--- config.mk ---
export PLATFORM = sky130hd
export DESIGN_NAME = dda_line_rasterizer_top
export DESIGN_NICKNAME = d
export VERILOG_FILES = /design/src/dlr_pkg.sv /design/src/dlr_front.sv /design/src/dlr_div.sv /design/src/dlr_back.sv /design/src/dda_line_rasterizer_top.sv
export SDC_FILE = /design/constraint.sdc
export NUM_CORES = 1
export LEC_CHECK = 0
export BUFFER_PORTS_ARGS = -buffer_cell sky130_fd_sc_hd__buf_2
export CORE_UTILIZATION = 65
export DETAILED_ROUTE_END_ITERATION = 10
export PLACE_DENSITY = 0.84
export SETUP_SLACK_MARGIN = 0.15
export SLEW_MARGIN = 20
export SYNTH_ARGS = -nofsm -noshare
export SYNTH_HDL_FRONTEND = slang
export SYNTH_HIERARCHICAL = 1
export SYNTH_SLANG_ARGS = --single-unit
--- constraint.sdc ---
create_clock -name clock -period 9.3 [get_ports clock]
set_input_delay 1.86 -clock clock [delete_from_list [all_inputs] [get_ports clock]]
set_output_delay 1.86 -clock clock [all_outputs]
set_load 0.01 [all_outputs]
--- src/dlr_pkg.sv ---
// Shared types and constants for the DDA line rasterizer.
`timescale 1ns / 1ps
`default_nettype none

package dlr_pkg;

   // Coordinate and fixed-point widths
   localparam int COORD_BITS = 12;
   localparam int FRAC_BITS  = 16;
   localparam int ACC_BITS   = COORD_BITS + FRAC_BITS + 1;
   localparam int QUO_BITS   = FRAC_BITS + 1;   // increment magnitude is at most 1.0
   localparam int INC_BITS   = FRAC_BITS + 2;   // signed increment

   // One half in the accumulator format, used for round-to-nearest
   localparam logic [ACC_BITS-1:0] ACC_HALF = ACC_BITS'(1) << (FRAC_BITS - 1);

   typedef logic [COORD_BITS-1:0] coord_type;

   typedef enum logic {
      OP_START = 1'b0,
      OP_STEP  = 1'b1
   } op_type;

   // Classified item, as it waits between front and back
   typedef struct packed {
      op_type    op;
      logic      zero_len;
      logic      steep;
      coord_type major_pos;
      coord_type major_end;
      logic      major_dir_neg;
      coord_type minor_start;
      logic      minor_neg;
      coord_type major_mag;
      coord_type minor_mag;
   } item_type;

   // Slope divider request and response
   typedef struct packed {
      logic      start;
      coord_type num;
      coord_type den;
   } div_req_type;

   typedef struct packed {
      logic                busy;
      logic                done;
      logic [QUO_BITS-1:0] quo;
   } div_rsp_type;

   // Back-end sequencer states
   typedef enum logic {
      BK_RUN = 1'b0,
      BK_DIV = 1'b1
   } back_state_type;

endpackage

`default_nettype wire

--- src/dlr_front.sv ---
// Front end: classifies incoming beats and queues them for the back end.
`timescale 1ns / 1ps
`default_nettype none

module dlr_front import dlr_pkg::*; #(
   parameter int QUEUE_DEPTH = 2
) (
   input  wire logic      clock,
   input  wire logic      reset,
   input  wire logic      req_push,
   output logic           req_full,
   input  wire logic      req_op,
   input  wire coord_type req_start_x,
   input  wire coord_type req_start_y,
   input  wire coord_type req_end_x,
   input  wire coord_type req_end_y,
   output item_type       head,
   output logic           head_valid,
   input  wire logic      head_pop
);

   localparam int PTR_W = (QUEUE_DEPTH > 1) ? $clog2(QUEUE_DEPTH) : 1;
   localparam int CNT_W = $clog2(QUEUE_DEPTH + 1);
   localparam logic [PTR_W-1:0] PTR_LAST = PTR_W'(QUEUE_DEPTH - 1);
   localparam logic [CNT_W-1:0] CNT_FULL = CNT_W'(QUEUE_DEPTH);

   logic [COORD_BITS:0] dx, dy;
   coord_type           mag_dx, mag_dy;
   logic                steep;
   item_type            item;

   item_type            queue_ff [QUEUE_DEPTH];
   logic [PTR_W-1:0]    wr_ptr_ff, wr_ptr_in;
   logic [PTR_W-1:0]    rd_ptr_ff, rd_ptr_in;
   logic [CNT_W-1:0]    count_ff, count_in;
   logic                push_ok, pop_ok;

   // Deltas and axis selection
   always_comb begin
      dx     = {1'b0, req_end_x} - {1'b0, req_start_x};
      dy     = {1'b0, req_end_y} - {1'b0, req_start_y};
      mag_dx = dx[COORD_BITS] ? COORD_BITS'(-dx) : dx[COORD_BITS-1:0];
      mag_dy = dy[COORD_BITS] ? COORD_BITS'(-dy) : dy[COORD_BITS-1:0];
      steep  = mag_dy > mag_dx;
   end

   // Build the classified item
   always_comb begin
      item.op       = op_type'(req_op);
      item.zero_len = (dx == '0) && (dy == '0);
      item.steep    = steep;
      if (steep) begin
         item.major_pos     = req_start_y;
         item.major_end     = req_end_y;
         item.major_dir_neg = dy[COORD_BITS];
         item.minor_start   = req_start_x;
         item.minor_neg     = dx[COORD_BITS];
         item.major_mag     = mag_dy;
         item.minor_mag     = mag_dx;
      end else begin
         item.major_pos     = req_start_x;
         item.major_end     = req_end_x;
         item.major_dir_neg = dx[COORD_BITS];
         item.minor_start   = req_start_y;
         item.minor_neg     = dy[COORD_BITS];
         item.major_mag     = mag_dx;
         item.minor_mag     = mag_dy;
      end
   end

   // Queue control
   assign req_full   = (count_ff == CNT_FULL);
   assign head_valid = (count_ff != '0);
   assign head       = queue_ff[rd_ptr_ff];
   assign push_ok    = req_push && !req_full;
   assign pop_ok     = head_pop && head_valid;

   always_comb begin
      wr_ptr_in = wr_ptr_ff;
      rd_ptr_in = rd_ptr_ff;
      count_in  = count_ff;
      if (push_ok) begin
         wr_ptr_in = (wr_ptr_ff == PTR_LAST) ? '0 : wr_ptr_ff + 1'b1;
      end
      if (pop_ok) begin
         rd_ptr_in = (rd_ptr_ff == PTR_LAST) ? '0 : rd_ptr_ff + 1'b1;
      end
      priority if (push_ok && !pop_ok) begin
         count_in = count_ff + 1'b1;
      end else if (pop_ok && !push_ok) begin
         count_in = count_ff - 1'b1;
      end else begin
         count_in = count_ff;
      end
   end

   always_ff @(posedge clock) begin
      if (reset) begin
         wr_ptr_ff <= '0;
         rd_ptr_ff <= '0;
         count_ff  <= '0;
      end else begin
         wr_ptr_ff <= wr_ptr_in;
         rd_ptr_ff <= rd_ptr_in;
         count_ff  <= count_in;
      end
   end

   // Queue storage
   always_ff @(posedge clock) begin
      if (push_ok) begin
         queue_ff[wr_ptr_ff] <= item;
      end
   end

endmodule

`default_nettype wire

--- src/dlr_div.sv ---
// Restoring divider for the minor-axis slope, one quotient bit per cycle.
`timescale 1ns / 1ps
`default_nettype none

module dlr_div import dlr_pkg::*; (
   input  wire logic        clock,
   input  wire logic        reset,
   input  wire div_req_type div_req,
   output div_rsp_type      div_rsp
);

   localparam int CNT_W = $clog2(QUO_BITS + 1);

   logic                busy_ff, busy_in;
   logic                done_ff, done_in;
   logic [CNT_W-1:0]    cnt_ff, cnt_in;
   logic [COORD_BITS:0] rem_ff, rem_in;
   coord_type           den_ff, den_in;
   logic [QUO_BITS-1:0] quo_ff, quo_in;
   logic                ge;
   logic [COORD_BITS:0] diff;

   // The remainder stays below the divisor, so the shifted value fits
   always_comb begin
      ge   = rem_ff >= {1'b0, den_ff};
      diff = ge ? rem_ff - {1'b0, den_ff} : rem_ff;
   end

   always_comb begin
      busy_in = busy_ff;
      done_in = 1'b0;
      cnt_in  = cnt_ff;
      rem_in  = rem_ff;
      den_in  = den_ff;
      quo_in  = quo_ff;
      priority if (div_req.start) begin
         busy_in = 1'b1;
         cnt_in  = CNT_W'(QUO_BITS);
         rem_in  = {1'b0, div_req.num};
         den_in  = div_req.den;
         quo_in  = '0;
      end else if (busy_ff) begin
         rem_in = {diff[COORD_BITS-1:0], 1'b0};
         quo_in = {quo_ff[QUO_BITS-2:0], ge};
         cnt_in = cnt_ff - 1'b1;
         if (cnt_ff == CNT_W'(1)) begin
            busy_in = 1'b0;
            done_in = 1'b1;
         end
      end else begin
         // idle: hold
         busy_in = busy_ff;
      end
   end

   always_ff @(posedge clock) begin
      if (reset) begin
         busy_ff <= 1'b0;
         done_ff <= 1'b0;
         cnt_ff  <= '0;
      end else begin
         busy_ff <= busy_in;
         done_ff <= done_in;
         cnt_ff  <= cnt_in;
      end
   end

   always_ff @(posedge clock) begin
      rem_ff <= rem_in;
      den_ff <= den_in;
      quo_ff <= quo_in;
   end

   assign div_rsp.busy = busy_ff;
   assign div_rsp.done = done_ff;
   assign div_rsp.quo  = quo_ff;

endmodule

`default_nettype wire

--- src/dlr_back.sv ---
// Back end: segment state, pixel stepping and the result register.
`timescale 1ns / 1ps
`default_nettype none

module dlr_back import dlr_pkg::*; (
   input  wire logic        clock,
   input  wire logic        reset,
   input  wire item_type    head,
   input  wire logic        head_valid,
   output logic             head_pop,
   output div_req_type      div_req,
   input  wire div_rsp_type div_rsp,
   output logic             rsp_empty,
   input  wire logic        rsp_pop,
   output coord_type        rsp_point_x,
   output coord_type        rsp_point_y,
   output logic             rsp_last_point
);

   back_state_type        state_ff, state_in;

   logic                  active_ff, active_in;
   logic                  steep_ff;
   coord_type             major_pos_ff, major_pos_in;
   coord_type             major_end_ff;
   logic                  major_dir_neg_ff;
   logic                  minor_neg_ff;
   logic [ACC_BITS-1:0]   minor_acc_ff, minor_acc_in;
   logic [INC_BITS-1:0]   minor_inc_ff, minor_inc_in;

   logic                  out_valid_ff, out_valid_in;
   coord_type             out_x_ff, out_y_ff;
   logic                  out_last_ff;

   logic                  out_free;
   logic                  load_start, clear_active, emit;
   logic                  last;
   logic [ACC_BITS-1:0]   rounded;
   coord_type             minor;
   logic [INC_BITS-1:0]   quo_ext;

   assign out_free = !out_valid_ff || rsp_pop;
   assign last     = (major_pos_ff == major_end_ff);
   assign rounded  = minor_acc_ff + ACC_HALF;
   assign minor    = rounded[FRAC_BITS +: COORD_BITS];
   assign quo_ext  = {1'b0, div_rsp.quo};

   // Sequencer outputs
   always_comb begin
      head_pop      = 1'b0;
      load_start    = 1'b0;
      clear_active  = 1'b0;
      emit          = 1'b0;
      div_req.start = 1'b0;
      div_req.num   = head.minor_mag;
      div_req.den   = head.major_mag;
      unique case (state_ff)
         BK_RUN: begin
            if (head_valid) begin
               unique case (head.op)
                  OP_START: begin
                     head_pop = 1'b1;
                     if (head.zero_len) begin
                        clear_active = 1'b1;
                     end else begin
                        load_start    = 1'b1;
                        div_req.start = 1'b1;
                     end
                  end
                  OP_STEP: begin
                     // a step with no segment is dropped
                     if (!active_ff) begin
                        head_pop = 1'b1;
                     end else if (out_free) begin
                        head_pop = 1'b1;
                        emit     = 1'b1;
                     end
                  end
                  default: ;
               endcase
            end
         end
         BK_DIV: ;
         default: ;
      endcase
   end

   // Sequencer next state
   always_comb begin
      state_in = state_ff;
      unique case (state_ff)
         BK_RUN: if (load_start) begin
            state_in = BK_DIV;
         end
         BK_DIV: if (div_rsp.done) begin
            state_in = BK_RUN;
         end
         default: state_in = BK_RUN;
      endcase
   end

   // Segment state updates
   always_comb begin
      active_in    = active_ff;
      major_pos_in = major_pos_ff;
      minor_acc_in = minor_acc_ff;
      minor_inc_in = minor_inc_ff;
      priority if (load_start || clear_active) begin
         active_in    = 1'b0;
         major_pos_in = head.major_pos;
         minor_acc_in = {1'b0, head.minor_start, {FRAC_BITS{1'b0}}};
      end else if (state_ff == BK_DIV && div_rsp.done) begin
         active_in    = 1'b1;
         minor_inc_in = minor_neg_ff ? -quo_ext : quo_ext;
      end else if (emit) begin
         if (last) begin
            active_in = 1'b0;
         end else begin
            major_pos_in = major_dir_neg_ff ? major_pos_ff - 1'b1 : major_pos_ff + 1'b1;
            minor_acc_in = minor_acc_ff
                         + {{(ACC_BITS - INC_BITS){minor_inc_ff[INC_BITS-1]}}, minor_inc_ff};
         end
      end else begin
         active_in = active_ff;
      end
   end

   // Result register
   always_comb begin
      out_valid_in = out_valid_ff;
      priority if (emit) begin
         out_valid_in = 1'b1;
      end else if (rsp_pop) begin
         out_valid_in = 1'b0;
      end else begin
         out_valid_in = out_valid_ff;
      end
   end

   always_ff @(posedge clock) begin
      if (reset) begin
         state_ff     <= BK_RUN;
         active_ff    <= 1'b0;
         out_valid_ff <= 1'b0;
      end else begin
         state_ff     <= state_in;
         active_ff    <= active_in;
         out_valid_ff <= out_valid_in;
      end
   end

   always_ff @(posedge clock) begin
      major_pos_ff <= major_pos_in;
      minor_acc_ff <= minor_acc_in;
      minor_inc_ff <= minor_inc_in;
      if (load_start) begin
         steep_ff         <= head.steep;
         major_end_ff     <= head.major_end;
         major_dir_neg_ff <= head.major_dir_neg;
         minor_neg_ff     <= head.minor_neg;
      end
      if (emit) begin
         out_x_ff    <= steep_ff ? minor : major_pos_ff;
         out_y_ff    <= steep_ff ? major_pos_ff : minor;
         out_last_ff <= last;
      end
   end

   assign rsp_empty      = !out_valid_ff;
   assign rsp_point_x    = out_x_ff;
   assign rsp_point_y    = out_y_ff;
   assign rsp_last_point = out_last_ff;

endmodule

`default_nettype wire

--- src/dda_line_rasterizer_top.sv ---
// Top level of the DDA line rasterizer: front queue, slope divider, back end.
//
// Usage: push beats on the req_ side while req_full is low. A start beat
// (req_op = 0) loads the segment endpoints and yields no point; a step beat
// (req_op = 1) yields the next pixel of the active segment, from the start
// point through the end point, with rsp_last_point set on the end point.
// Steps with no active segment, and any segment of zero length, yield nothing.
// Results appear on the rsp_ side while rsp_empty is low; rsp_pop takes one.
// Throughput: one step beat per cycle while rsp_pop keeps the result register
// free. A start beat holds the back end while the serial divider works out
// the slope, one quotient bit per cycle; beats keep filling the front queue
// (QUEUE_DEPTH entries) meanwhile. A step beat passes through the front queue
// and then the result register on its way to the result ports.
// Reset clears the queue, the segment and the result register.
// When rsp_pop stays low the result register holds, the back end stops, and
// the queue fills until req_full rises.
`timescale 1ns / 1ps
`default_nettype none

module dda_line_rasterizer_top import dlr_pkg::*; #(
   parameter int QUEUE_DEPTH = 2
) (
   input  wire logic      clock,
   input  wire logic      reset,
   input  wire logic      req_push,
   output logic           req_full,
   input  wire logic      req_op,
   input  wire coord_type req_start_x,
   input  wire coord_type req_start_y,
   input  wire coord_type req_end_x,
   input  wire coord_type req_end_y,
   output logic           rsp_empty,
   input  wire logic      rsp_pop,
   output coord_type      rsp_point_x,
   output coord_type      rsp_point_y,
   output logic           rsp_last_point
);

   item_type    head;
   logic        head_valid;
   logic        head_pop;
   div_req_type div_req;
   div_rsp_type div_rsp;

   dlr_front #(
      .QUEUE_DEPTH (QUEUE_DEPTH)
   ) u_front (
      .clock       (clock),
      .reset       (reset),
      .req_push    (req_push),
      .req_full    (req_full),
      .req_op      (req_op),
      .req_start_x (req_start_x),
      .req_start_y (req_start_y),
      .req_end_x   (req_end_x),
      .req_end_y   (req_end_y),
      .head        (head),
      .head_valid  (head_valid),
      .head_pop    (head_pop)
   );

   dlr_div u_div (
      .clock   (clock),
      .reset   (reset),
      .div_req (div_req),
      .div_rsp (div_rsp)
   );

   dlr_back u_back (
      .clock          (clock),
      .reset          (reset),
      .head           (head),
      .head_valid     (head_valid),
      .head_pop       (head_pop),
      .div_req        (div_req),
      .div_rsp        (div_rsp),
      .rsp_empty      (rsp_empty),
      .rsp_pop        (rsp_pop),
      .rsp_point_x    (rsp_point_x),
      .rsp_point_y    (rsp_point_y),
      .rsp_last_point (rsp_last_point)
   );

   // The back end only takes beats that are waiting in the queue
   a_pop_needs_head : assert property (@(posedge clock) disable iff (reset)
      head_pop |-> head_valid)
      else $error("back end popped an empty queue");

   // A slope division starts only on a start beat, with the divider idle
   a_div_start : assert property (@(posedge clock) disable iff (reset)
      div_req.start |-> (!div_rsp.busy && head_pop && head.op == OP_START))
      else $error("divider started out of turn");

   // No new beat is taken in the cycle the slope result comes back
   a_done_no_pop : assert property (@(posedge clock) disable iff (reset)
      div_rsp.done |-> !head_pop)
      else $error("beat consumed while slope was pending");

   // A result cannot appear while the divider is running
   a_no_point_during_div : assert property (@(posedge clock) disable iff (reset)
      (div_rsp.busy && rsp_empty) |=> rsp_empty)
      else $error("point emitted during slope division");

endmodule

`default_nettype wire
==> summary.md, run 1 <==
| Metric | Value |
|---|---|
| Tot GR Track Use | approximately 28% |
| Drt via density | between 6 and 7 |
| IO buf count | a little under 80 |
| Worst VDD drop | approximately 0.0003 V |
| Post-Syn Area per Cell | between 10 and 15 um2 |
| CTS tree | yes |
| Hold Path Class | flip-flop to flip-flop |
| Cell Area, Synth | 16700 um2 |
| Total gr overflow | 0 |
| CP endpoint kind | flip-flop |
| Run status | finished clean |
| Cts hold-fix bufs | 0 |
| Initial Util | 66.2% |
| Min Tclk post-route | 6.01 ns |
| RSZ-0062 raised after global routing | no |
| Chip width | approximately 160 um |
| Final hold violations | 0 |
| Largest net degree at the start of global routing | between 60 and 70 |
| DR iter-0 viols | 1188 |
| Leakage | about 7 nW |
| Clock transition at path regs | approximately 0.060 ns |
| Num CTS Buffers | 30 |
| Io pins | 80 |
| CP startpoint kind | input pin |
| Hold Startpoint | u_back/minor_acc_ff[0] |
| CP Data Required Time | around 9.6 ns |
| YS warnings | 6 |
| Hold Crit Depth | 2 |
| Most frequent cells in the layout | 236 x edfxtp_1, 99 x nand2_1, 98 x mux2_2 |
| Achievable clock frequency | 167 MHz |
| Avg WL per Cell | approximately 19 um |
| Area grow syn2layout | 8.35% |
| Setup bufs post-CTS | 0 |
| Standard-cell rows | 58 |
| Antenna Cells | 0 |
| Clock latency on the worst-skew pair | around 0.55 ns |
| Layout cells sized above 1 | a little under a fifth |
| Die height | roughly 160 um |
| Post-DP HPWL | 25.5 mm |
| Net count after synthesis | ~1600 |
| Slew margin rel. | 25.6% |
| Final worst-path cycle share | around 65% |
| Setup CP Type | input pin to flip-flop |
| Final setup viols | 0 |
| Die area | approximately 26000 um2 |
| Via count | about 12000 |
| Root buf cell | clkbuf_16 |
| Post-route ant nets | 0 |
| Clk_skew | approximately 0.013 ns |
| Hold EP | u_back/minor_acc_ff[0] |
| R2R depth | 5 |
| Core area | ~25000 um2 |
| Fill count | between 1500 and 2000 |
| CTS resizes | 0 |
| Worst-margin pin slew | 1.12 ns |
| Fin. max-slew vios | 0 |
| WHS | between 0.4 and 0.5 ns |
| CTS Sinks | between 200 and 300 |
| First-pass DRT Iterations | 7 |
| Setup ws final | between 3 and 4 ns |
| Most common cell after layout, fill and taps aside | edfxtp_1 |
| CP Max Fanout | 57 |
| MaxCap Viol Count | 0 |
| Drc violations | 0 |
| Detailed Route WL | approximately 36 mm |
| Initial antenna violation count | 0 |
| CP arrival | 6.30 ns |
| Worst reg2reg path endpoint | u_back/major_end_ff[4] |
| CTS HTree Levels | 1 |
| Clock Path Buffers | 3 |
| Net count, final | around 1700 |
| R2R Setup Slk | 5.47 ns |
| Vias in the first global route | 11500 |
| Final setup TNS | 0 ns |
| Pwr Density | 306 nW/um2 |
| Final Wtd Congestion | about 0.94 |
| First-pass GRT wire length | 58.0 mm |
| Post-Synthesis Cells | 1484 |
| Setup WS pre-CTS | roughly 2.8 ns |
cell type report:
class	count	area, um2	share of cell area (%)
timing repair buffer	89	470	2.60
tap	330	413	2.29
multi-input combinational	1027	7830	43.4
inverter	90	338	1.87
clock inverter	14	106	0.589
sequential	285	8070	44.7
clock buffer	41	835	4.62
report_power, final:
part	switching, W	internal [W]	leakage [nW]
Clock	0.000482	0.000655	0.451
Combinational	0.00134	0.000944	3.93
Sequential	0.000179	0.00193	2.59
Total	0.00200	0.00353	6.97
state kept, by name, indices dropped and copies added, names as in the netlist, 2 cells and up, named ones only:
register,count
u_div/cnt_ff,5
u_back/minor_inc_ff,18
u_back/minor_acc_ff,28
u_div/quo_ff,17
u_div/rem_ff,13
u_back/rsp_point_y,12
u_back/major_end_ff,12
u_back/rsp_point_x,12
u_front/queue_ff,130
u_front/count_ff,2
u_div/den_ff,12
u_back/major_pos_ff,12
routing by layer:
metal | vias to the layer above | GRT usage [%] | routed length (um)
li1 | 5490 | - | -
met1 | 5665 | 36.3 | 14600
met2 | 426 | 48.6 | 18000
met3 | 72 | 3.37 | 2430
met4 | 0 | 8.02 | 916
met5 | - | 0 | 0
through the flow:
stage / cell area [um2] / power, W / instances / util [%]
6_report: 18100 / 0.00553 / 1876 / 71.7
5_1_grt: 18100 / 0.00583 / 1876 / 71.7
3_5_place_dp: 17100 / 0.00436 / 1821 / 68.0
2_1_floorplan: 16700 / 0.00391 / 1484 / -
4_1_cts: 18100 / 0.00552 / 1876 / 71.7
3_3_place_gp: 17100 / 0.00424 / 1821 / 68.0
worst max path at each step:
stage,start,to,slack [ns]
after floorplan,req_end_y[0],u_front/queue_ff[0][13],3.28
after global placement,req_end_y[0],u_front/queue_ff[0][48],2.91
after detailed placement,req_end_y[0],u_front/queue_ff[0][45],2.83
after CTS,req_end_y[0],u_front/queue_ff[0][45],3.39
after global routing,req_end_y[0],u_front/queue_ff[0][45],3.03
final,req_end_y[0],u_front/queue_ff[0][48],3.29
critical path: stages:
cell,delay (ns)
buf_2,0.10
inv_1,0.04
ha_1,0.15
inv_1,0.05
fa_1,0.41
a211oi_2,0.29
o21ai_1,0.18
a31o_2,0.27
a21oi_1,0.19
xor2_1,0.31
a311oi_2,0.17
xnor2_1,0.31
inv_1,0.08
ha_1,0.30
nand4_1,0.12
nor2_1,0.23
a21oi_1,0.14
a21oi_4,0.13
buf_4,0.50
mux2_2,0.42
Note: power is estimated with default switching activity, not from simulation.
==> run 2: changes to the inputs <==
--- a/config.mk
+++ b/config.mk
@@ -6,9 +6,9 @@
 export NUM_CORES = 1
 export LEC_CHECK = 0
 export BUFFER_PORTS_ARGS = -buffer_cell sky130_fd_sc_hd__buf_2
-export CORE_UTILIZATION = 65
+export CORE_UTILIZATION = 62
 export DETAILED_ROUTE_END_ITERATION = 10
-export PLACE_DENSITY = 0.84
+export PLACE_DENSITY = 0.8
 export SETUP_SLACK_MARGIN = 0.15
 export SLEW_MARGIN = 20
 export SYNTH_ARGS = -nofsm -noshare
==> constraint.sdc (replaced) <==
create_clock -name clock -period 5.8 [get_ports clock]
set_input_delay 1.16 -clock clock [delete_from_list [all_inputs] [get_ports clock]]
set_output_delay 1.16 -clock clock [all_outputs]
set_load 0.01 [all_outputs]
==> run 2 against run 1 <==
The run now ends with DRC left. Die area increased by 4.8%. Final area is 0.78% higher. Setup slack lost 2.7 ns. Sequential power up 59%. Clock skew about the same. Clock-buffer cell count is 2 higher. Via count down 2.4%. Sequential share of layout area decreased by 0.35 points. Global-route usage down 2.1 points. Critical path depth is the same. Non-clock buffer count up 6. Routed wire length is 1.3% lower. Critical path type unchanged. Critical endpoint is now u_front/queue_ff[0][42]. Largest power group unchanged. Highest routed layer unchanged.
==> summary.md, run 2 (synthesis gave the netlist of run 1 again) <==
| Metric | Value |
|---|---|
| Clock transition at path regs | 0.06 ns (about the same) |
| CP arrival | 5.47 ns (was 6.30 ns) |
| Layout Cells excl Fill | 1887 (was 1876) |
| Final setup viols | 0 (unchanged) |
| Chip width | 166 um (was 162 um) |
| Slew margin rel. | 33.0% (was 25.6%) |
| Most frequent cells in the layout | 236 x edfxtp_1, 99 x nand2_1, 98 x mux2_2 (unchanged) |
| Tot GR Track Use | 25.7% (was 27.8%) |
| Pwr Density | 493 nW/um2 (was 306 nW/um2) |
| CP max stage cell | fa_1 (was buf_4) |
| Clk_skew | 0.0130 ns (was 0.0131 ns) |
| Drt via density | 6.03 (was 6.21) |
| Achievable clock frequency | between 150 and 200 MHz |
| Cts hold-fix bufs | 0 (unchanged) |
| Reg area | 8070 um2 (unchanged) |
| Vias in the first global route | 11300 (was 11500) |
| Die area | 27500 um2 (was 26300 um2) |
| Standard-cell rows | 59 (was 58) |
| Final Wtd Congestion | 0.932 (was 0.943) |
| Total gr overflow | 0 (unchanged) |
| Die height | 166 um (was 162 um) |
| MaxCap Viol Count | 0 (unchanged) |
| Max reg flops | 130 (unchanged) |
| Failing checks | DRC |
| Largest net degree at the start of global routing | 66 (unchanged) |
| CTS HTree Levels | 1 (unchanged) |
| CTS Sinks | 285 (unchanged) |
| Most common cell after layout, fill and taps aside | edfxtp_1 (unchanged) |
| Footprint of the multi-input gates | 7840 um2 (was 7830 um2) |
| Top Registers | u_front/queue_ff: 130 flops, u_back/minor_acc_ff: 28 flops, u_back/minor_inc_ff: 18 flops (unchanged) |
| Setup bufs post-CTS | 0 (unchanged) |
| Clock latency on the worst-skew pair | 0.55 ns (about the same) |
| Post-route ant nets | 0 (unchanged) |
| Fin. max-slew vios | 0 (unchanged) |
| First-pass GRT wire length | 56.8 mm (was 58.0 mm) |
| Area grow syn2layout | 9.20% (was 8.35%) |
| CTS resizes | 0 (unchanged) |
| RSZ-0062 raised after global routing | no (unchanged) |
| First-pass DRT Iterations | 8 (was 7) |
| Worst setup path startpoint | req_end_y[0] (unchanged) |
| Layout cells sized above 1 | 18.9% (was 18.7%) |
| Design area | 18200 um2 (was 18100 um2) |
| CP endpoint kind | flip-flop (unchanged) |
| Run status | finished with violations (was finished clean) |
| Critical path, cell by cell | buf_2 -> inv_1 -> ha_1 -> inv_1 -> fa_1 -> a211oi_2 -> o21ai_1 -> a31o_2 -> a21oi_1 -> xor2_1 -> a311oi_2 -> xnor2_1 -> inv_1 -> ha_1 -> nand4_1 -> nor2_1 -> a21oi_1 -> a21oi_4 -> buf_12 -> mux2_2 (was buf_2 -> inv_1 -> ha_1 -> inv_1 -> fa_1 -> a211oi_2 -> o21ai_1 -> a31o_2 -> a21oi_1 -> xor2_1 -> a311oi_2 -> xnor2_1 -> inv_1 -> ha_1 -> nand4_1 -> nor2_1 -> a21oi_1 -> a21oi_4 -> buf_4 -> mux2_2) |
| Fill count | 1854 (was 1699) |
| Clock Path Buffers | 3 (unchanged) |
| Initial Util | 63.6% (was 66.2%) |
| Cells after DPL | 1831 (was 1821) |
| DR iter-0 viols | 969 (was 1188) |
| Net count, final | 1679 (was 1673) |
| Root buf cell | clkbuf_16 (unchanged) |
| Largest reg by FF count | u_front/queue_ff (unchanged) |
| Detailed Route WL | 35.5 mm (was 35.9 mm) |
| Final worst-path cycle share | between 80% and 90% |
| Drc violations | 4 (was 0) |
| Setup CP Type | input pin to flip-flop (unchanged) |
| Initial antenna violation count | 0 (unchanged) |
| Final hold violations | 0 (unchanged) |
| Io pins | 80 (unchanged) |
| Most used cell, CP | inv_1 (unchanged) |
| CTS tree | yes (unchanged) |
| CP Max Fanout | 49 (was 57) |
| Final setup TNS | 0 ns (unchanged) |
| Post-DP HPWL | 25.0 mm (was 25.5 mm) |
| Fin util | 69.5% (was 71.7%) |
| WHS | 0.474 ns (was 0.471 ns) |
| CP peak stage delay | 0.42 ns (was 0.50 ns) |
| Antenna Cells | 0 (unchanged) |
| Via count | 11400 (was 11700) |
| Num CTS Buffers | 30 (unchanged) |
| Worst VDD drop | 0.000356 V (was 0.000296 V) |
| Hold Startpoint | u_back/minor_acc_ff[0] (unchanged) |
| Avg WL per Cell | 18.8 um (was 19.1 um) |
| Leakage | 7.05 nW (was 6.97 nW) |
| Worst-margin pin slew | 1.00 ns (was 1.12 ns) |
| CP startpoint kind | input pin (unchanged) |
| IO buf count | 79 (unchanged) |
| Placed instance area | 17200 um2 (was 17100 um2) |
| Core area | 26200 um2 (was 25200 um2) |
| Min Tclk post-route | 5.18 ns |
| Hold Path Class | flip-flop to flip-flop (unchanged) |
| CP Data Required Time | 6.09 ns (was 9.59 ns) |
## run 2: cell types whose count changed in the layout (fill, tap and decap cells not counted)
cell        before  now
clkinv_1         2    7
clkbuf_8         0    4
clkinv_2         6    2
clkinvlp_4       4    0
buf_4           10   13
clkbuf_1         9    6
buf_12           0    2
a21oi_2          5    4
a21oi_4          1    2
buf_8            0    1
bufinv_16        1    2
clkbuf_4         0    1
## run 2: power by group
part / internal (W) / switching [W]
registers: 0.00309 / 0.000266
logic: 0.00157 / 0.00215
clock network: 0.00114 / 0.000764
## run 2: worst paths after layout
| path | to | slack, ns | cells after the start |
|---|---|---|---|
| setup / recovery | u_front/queue_ff[0][42] | 0.62 | 20 |
| hold / removal | u_back/minor_acc_ff[0] | 0.47 | 2 |
| setup reg to reg | u_back/major_end_ff[10] | 2.63 | 4 |
| hold reg to reg | u_back/minor_acc_ff[0] | 0.47 | 2 |
## run 2: worst max-delay path, delay by kind of cell
family | cells | cell delay [ns]
xor+xnor | 2 | 0.60
simple gates | 2 | 0.40
fa+ha+maj | 3 | 0.87
buf+inv | 5 | 0.54
mux | 1 | 0.37
compound gates | 7 | 1.51
## run 2: through the flow
| step | total power, W | worst slack [ns] |
|---|---|---|
| global route | 0.00951 | 0.310 |
| floorplan | 0.00628 | 0.483 |
| CTS | 0.00898 | 0.682 |
| detailed placement | 0.00703 | 0.132 |
| finish | 0.00898 | 0.621 |
| global placement | 0.00688 | 0.318 |
## run 2: area by class of cell
cell class | instances | share of cell area [%]
Sequential cell | 285 | 44.3
Multi-Input combinational cell | 1027 | 43.1
Clock buffer | 43 | 4.87
Timing Repair Buffer | 95 | 3.01
Tap cell | 335 | 2.30
Inverter | 90 | 1.86
Clock inverter | 12 | 0.577
## run 2: metal layers
metal | track usage, % | up-vias | share of wire [%]
met5 | 0 | - | 0
met4 | 6.75 | 0 | 2.4
met3 | 2.98 | 60 | 5.4
met2 | 44.3 | 362 | 48
met1 | 34.5 | 5450 | 44
li1 | - | 5504 | -
